<file path="src/rtl/core/slru_page_cache_controller_top_defines.svh">
// ============================================================================
// SLRU page cache controller assertion macros
// Immediate-style wrappers around concurrent properties, empty for synthesis.
// ============================================================================
`ifndef SLRU_PAGE_CACHE_CONTROLLER_TOP_DEFINES_SVH
`define SLRU_PAGE_CACHE_CONTROLLER_TOP_DEFINES_SVH

`ifndef SYNTHESIS
// check a condition in the same cycle as its trigger
`define SLRU_ASSERT_NOW(label, clk, rst, ante, cons) \
   label: assert property (@(posedge clk) disable iff (rst) (ante) |-> (cons)) \
      else $error("slru assertion failed");
// check a condition in the cycle after its trigger
`define SLRU_ASSERT_NEXT(label, clk, rst, ante, cons) \
   label: assert property (@(posedge clk) disable iff (rst) (ante) |=> (cons)) \
      else $error("slru assertion failed");
`else
`define SLRU_ASSERT_NOW(label, clk, rst, ante, cons)
`define SLRU_ASSERT_NEXT(label, clk, rst, ante, cons)
`endif

`endif

</file>
<file path="src/rtl/core/slru_pkg.sv">
// ============================================================================
// SLRU package
// Field widths, codes and the row command type shared by the cache engine.
// ============================================================================
package slru_pkg;

   // field widths
   localparam int OP_W     = 2;
   localparam int OBJ_W    = 32;
   localparam int OFF_W    = 64;
   localparam int SLOT_W   = 6;
   localparam int STAT_W   = 2;
   localparam int CNTR_W   = 32;
   localparam int TAG_W    = OBJ_W + OFF_W;
   localparam int FRM_W    = 7;
   localparam int FSIZE_W  = 21;
   localparam int CSR_IDX_W = 2;
   localparam int CSR_W    = 21;

   // register reset values
   localparam logic [FRM_W-1:0]   FRAMES_RESET = 7'd64;
   localparam logic [FSIZE_W-1:0] FSIZE_RESET  = 21'd4096;

   // register indexes
   localparam logic [CSR_IDX_W-1:0] CSR_FRAMES  = 2'd0;
   localparam logic [CSR_IDX_W-1:0] CSR_FSIZE   = 2'd1;
   localparam logic [CSR_IDX_W-1:0] CSR_BUCKETS = 2'd2;

   // opcodes
   localparam logic [OP_W-1:0] OP_GET      = 2'd0;
   localparam logic [OP_W-1:0] OP_PUT      = 2'd1;
   localparam logic [OP_W-1:0] OP_PREFETCH = 2'd2;

   // result status
   localparam logic [STAT_W-1:0] ST_HIT     = 2'd0;
   localparam logic [STAT_W-1:0] ST_MISS    = 2'd1;
   localparam logic [STAT_W-1:0] ST_PINNED  = 2'd2;
   localparam logic [STAT_W-1:0] ST_BAD_PUT = 2'd3;

   // segments
   localparam logic SEG_PROB = 1'b0;
   localparam logic SEG_PROT = 1'b1;

   // cell operations
   localparam logic [1:0] CELL_NOP  = 2'd0;
   localparam logic [1:0] CELL_MOVE = 2'd1;
   localparam logic [1:0] CELL_INC  = 2'd2;
   localparam logic [1:0] CELL_DEC  = 2'd3;

   // cell select modes
   localparam logic [1:0] SEL_ID     = 2'd0;
   localparam logic [1:0] SEL_FREE   = 2'd1;
   localparam logic [1:0] SEL_OLDEST = 2'd2;

   typedef struct packed {
      logic [1:0] op;
      logic [1:0] mode;
      logic       key_seg;
      logic       new_seg;
      logic       set_pin1;
   } row_cmd_type;

   typedef struct packed {
      logic found;
      logic sel_seg;
   } row_stat_type;

endpackage

</file>
<file path="src/rtl/core/slru_rem_unit.sv">
// ============================================================================
// SLRU remainder unit
// Restoring remainder of the byte offset by the frame size, one bit a cycle.
// ============================================================================
module slru_rem_unit (
   input  logic                          clock,
   input  logic                          reset,
   input  logic                          start,
   input  logic [slru_pkg::OFF_W-1:0]    dividend,
   input  logic [slru_pkg::FSIZE_W-1:0]  divisor,
   output logic                          done,
   output logic [slru_pkg::FSIZE_W-1:0]  remainder
);
   import slru_pkg::*;

   localparam int CNT_W = $clog2(OFF_W);

   logic [OFF_W-1:0]   num_ff;
   logic [FSIZE_W-1:0] div_ff;
   logic [FSIZE_W-1:0] rem_ff, rem_in;
   logic [CNT_W-1:0]   cnt_ff;
   logic               run_ff;
   logic               done_ff;
   logic [FSIZE_W:0]   shifted;

   // shift in one dividend bit and subtract when it fits
   always_comb begin
      shifted = {rem_ff, num_ff[OFF_W-1]};
      if (shifted >= {1'b0, div_ff}) begin
         rem_in = FSIZE_W'(shifted - {1'b0, div_ff});
      end else begin
         rem_in = shifted[FSIZE_W-1:0];
      end
   end

   always_ff @(posedge clock) begin
      if (reset) begin
         run_ff  <= 1'b0;
         done_ff <= 1'b0;
         cnt_ff  <= '0;
      end else begin
         done_ff <= 1'b0;
         if (start) begin
            run_ff <= 1'b1;
            cnt_ff <= '0;
         end else if (run_ff) begin
            cnt_ff <= cnt_ff + CNT_W'(1);
            if (cnt_ff == CNT_W'(OFF_W - 1)) begin
               run_ff  <= 1'b0;
               done_ff <= 1'b1;
            end
         end
      end
   end

   // datapath
   always_ff @(posedge clock) begin
      if (start) begin
         num_ff <= dividend;
         div_ff <= divisor;
         rem_ff <= '0;
      end else if (run_ff) begin
         num_ff <= {num_ff[OFF_W-2:0], 1'b0};
         rem_ff <= rem_in;
      end
   end

   assign done      = done_ff;
   assign remainder = rem_ff;

endmodule

</file>
<file path="config.mk">
export PLATFORM = sky130hd
export DESIGN_NAME = slru_rem_unit
export DESIGN_NICKNAME = d
export VERILOG_FILES = /design/src/rtl/core/slru_page_cache_controller_top_defines.svh /design/src/rtl/core/slru_pkg.sv /design/src/rtl/core/slru_rem_unit.sv
export SDC_FILE = /design/constraint.sdc
export NUM_CORES = 1
export LEC_CHECK = 0
export BUFFER_PORTS_ARGS = -buffer_cell sky130_fd_sc_hd__buf_2
export CORE_ASPECT_RATIO = 0.5
export CORE_MARGIN = 4
export CORE_UTILIZATION = 29
export CTS_BUF_LIST = sky130_fd_sc_hd__clkbuf_4 sky130_fd_sc_hd__clkbuf_8
export DETAILED_ROUTE_END_ITERATION = 8
export GPL_ROUTABILITY_DRIVEN = 1
export HOLD_SLACK_MARGIN = 0.12
export PLACE_DENSITY = 0.53
export REMOVE_ABC_BUFFERS = 1
export SETUP_SLACK_MARGIN = 0.4
export SLEW_MARGIN = 20
export SYNTH_ARGS = -nofsm -noshare
export SYNTH_HDL_FRONTEND = slang
export SYNTH_SLANG_ARGS = --single-unit
</file>
<file path="constraint.sdc">
create_clock -name clock -period 3.02 [get_ports clock]
set_input_delay 0.302 -clock clock [delete_from_list [all_inputs] [get_ports clock]]
set_output_delay 0.302 -clock clock [all_outputs]
set_load 0.05 [all_outputs]
</file>
==> results by group <==
CTS
  • Reg clk slew, reported paths: 70 ps
  • Number of buffers created by CTS: 17
  • CTS root buffer: clkbuf_8
  • Clock tree buffer depth: 2
  • Skew-Pair Late Insertion Delay: 430 ps
  • CTS tree: done
  • Htree depth: 4
  • Clock Sink Count: 114

Routing
  • DRT antenna net count: 0
  • Detailed Route Iter0 Violations: 184
  • # DRC: 0
  • Drt first pass iters: 4
  • Avg Vias per Cell: 4.56
  • Vias: 4098
  • Total wire length: 12800 um
  • Wire per inst: 14.3 um

GRT
  • Initial antenna violation count: 0
  • Grt ovf: 0
  • Vias in the first global route: 4128
  • Largest net degree at the start of global routing: 65
  • Total global-route track usage: 0.117
  • First-pass GRT wire length: 20900 um

Floorplanning
  • Io pins: 110
  • Initial Utilization: 0.295
  • Site row count: 36
  • Die ar.: 0.0223 mm^2
  • Core Area: 0.0195 mm^2
  • Die Ht: 108 um
  • Die Width: 207 um

Hold path
  • Worst hold path class: in -> reg

Logic synthesis
  • Syn_area_per_cell: 12.0 um^2
  • Compound-gate portion of the synthesized area: 0.105
  • Post-Synth Simple-Gate Area: 0.0878
  • Netlist cell types: 50
  • Post-synth top area cell: edfxtp_1
  • Top FF cell, synth: edfxtp_1
  • Mapped Area: 0.00574 mm^2
  • Async S/R FF share, synth: 0
  • Count leader, synth: edfxtp_1
  • Adder-cell share of the synthesized area: 0.0514
  • Multiplexer share of the synthesized area: 0.145
  • Post-synthesis sequential area ratio: 0.546
  • Cells after synthesis: 479
  • Post-synth top cells: 85 x edfxtp_1, 64 x mux2_2, 35 x nor2_1, 34 x nand2_1, 29 x dfxtp_1
  • FF+latch count, synth: 114
  • Yosys top cell area share: 0.444
  • Number of flops mapped to enable cells by yosys: 85
  • Largest family of logic cells by synthesized area: multiplexers
  • Top post-synthesis cells by area: edfxtp_1 44%, mux2_2 13%, dfxtp_1 10%
  • Synth Area in XOR/XNOR: 0.0305
  • Yosys warns: 0

Place
  • Pre-CTS WS: 161 ps
  • Port buffer count: 109
  • Placer Congestion: 0.776
  • DP Wirelength: 9030 um
  • Placed cell count: 841

Timing
  • Worst-Margin Slew: 895 ps
  • Setup ws final: 393 ps
  • Setup violators final: 0
  • Crit share post-route: 0.870
  • Peak Freq: 381 MHz
  • Rel. slew slack: 0.401
  • Setup TNS: 0 ps
  • Final worst path period need: 2630 ps
  • Clk_skew: 12.6 ps
  • Max-slew violation count: 0
  • Final Hold Viols: 0
  • RSZ-0062 raised after global routing: true

Cells and area
  • Area grow syn2layout: 26.0%
  • Fraction of layout cells with a size suffix above 1: 0.368
  • Post-route insts no fill: 899
  • Number of antenna diodes: 0
  • Final net count: 731
  • Post-layout utilization of the core: 0.372

Worst setup path
  • Critical Path Source Type: flip-flop
  • Crit path DAT: 2970 ps
  • Critical path endpoint category: flip-flop
  • Worst Path Required: 3370 ps
  • Crit-path max FO: 17
  • Critical path type: reg -> reg

Job
  • Total of max-cap violations: 0

Power and ir drop
  • Static Leak: 2.87 nW
  • PD cells: 533 mW/mm^2
  • Peak supply drop: 0.259 mV

Run status
  • Status: finished clean
## sequential cells by signal (all words and copies together), names as in the netlist
register	flops
run_ff	1
done	1
div_ff	21
remainder	21
cnt_ff	6
num_ff	64
## layout by cell type (no fill, tap or decap), drive strengths merged, types with 18 or more instances in the layout
| cell | instances |
|---|---|
| dfxtp | 29 |
| inv | 29 |
| edfxtp | 85 |
| nor2 | 35 |
| a21oi | 23 |
| ha | 22 |
| dlygate4sd3 | 22 |
| o21ai | 25 |
| clkbuf | 18 |
| buf | 120 |
| nand2 | 36 |
| mux2 | 64 |
## layer usage
| layer | global-route usage | part of all wire |
|---|---|---|
| met1 | 0.147 | 0.46 |
| met2 | 0.197 | 0.49 |
| met3 | 0.0329 | 0.043 |
| met4 | 0.0410 | 0.011 |
| met5 | 0 | 0 |
## per-stage QoR
stage	power [W]	hold slack, ps	cell area, um^2
2_1_floorplan	0.00229	374	5640
3_3_place_gp	0.00247	469	6580
3_5_place_dp	0.00248	480	6580
4_1_cts	0.00392	121	7210
5_1_grt	0.00408	136	7240
6_report	0.00386	158	7240
## critical path, stage by stage, from the launching register on
cell       delay [ps]
edfxtp_1          380
inv_1              80
ha_2              180
inv_2              40
fa_2              330
a21o_1            210
a221oi_4          260
o2111ai_2         160
a211o_1           360
buf_6             190
mux2i_1           120
a211oi_1          220
## cell families after synthesis
logic type,after synthesis
compound gates,91
flops,114
buf+inv,47
fa+ha+maj,23
mux,75
xor+xnor,20
simple gates,109
## cell type report
| type | count | area (um^2) |
|---|---|---|
| clock buffer | 18 | 248 |
| inverter | 27 | 101 |
| fill | 1965 | 12200 |
| clock inverter | 14 | 133 |
| tap | 266 | 333 |
| timing repair buffer | 142 | 858 |
| multi-input combinational | 318 | 2430 |
| sequential | 114 | 3130 |
## power by group
part | internal [W] | leakage (nW) | switching, W
clock network | 0.000678 | 0.174 | 0.000702
logic | 0.000277 | 1.61 | 0.000321
registers | 0.00184 | 1.09 | 0.0000443
## worst paths after layout
path | endpoint | depth (start not counted) | start | slack (ps)
hold reg to reg | cnt_ff[5] | 2 | cnt_ff[5] | 490
setup / recovery | remainder[1] | 11 | num_ff[63] | 390
hold / removal | num_ff[0] | 2 | dividend[0] | 160
setup reg to reg | remainder[1] | 11 | num_ff[63] | 390
## what timing repair did
action,CTS,global route
setup buffers,2,2
hold endpoints to repair,22,0
hold buffers,22,0
endpoints found under the setup margin,21,21
pin swaps,6,3
resized for setup,5,6
Note: power is estimated with default switching activity, not from simulation.
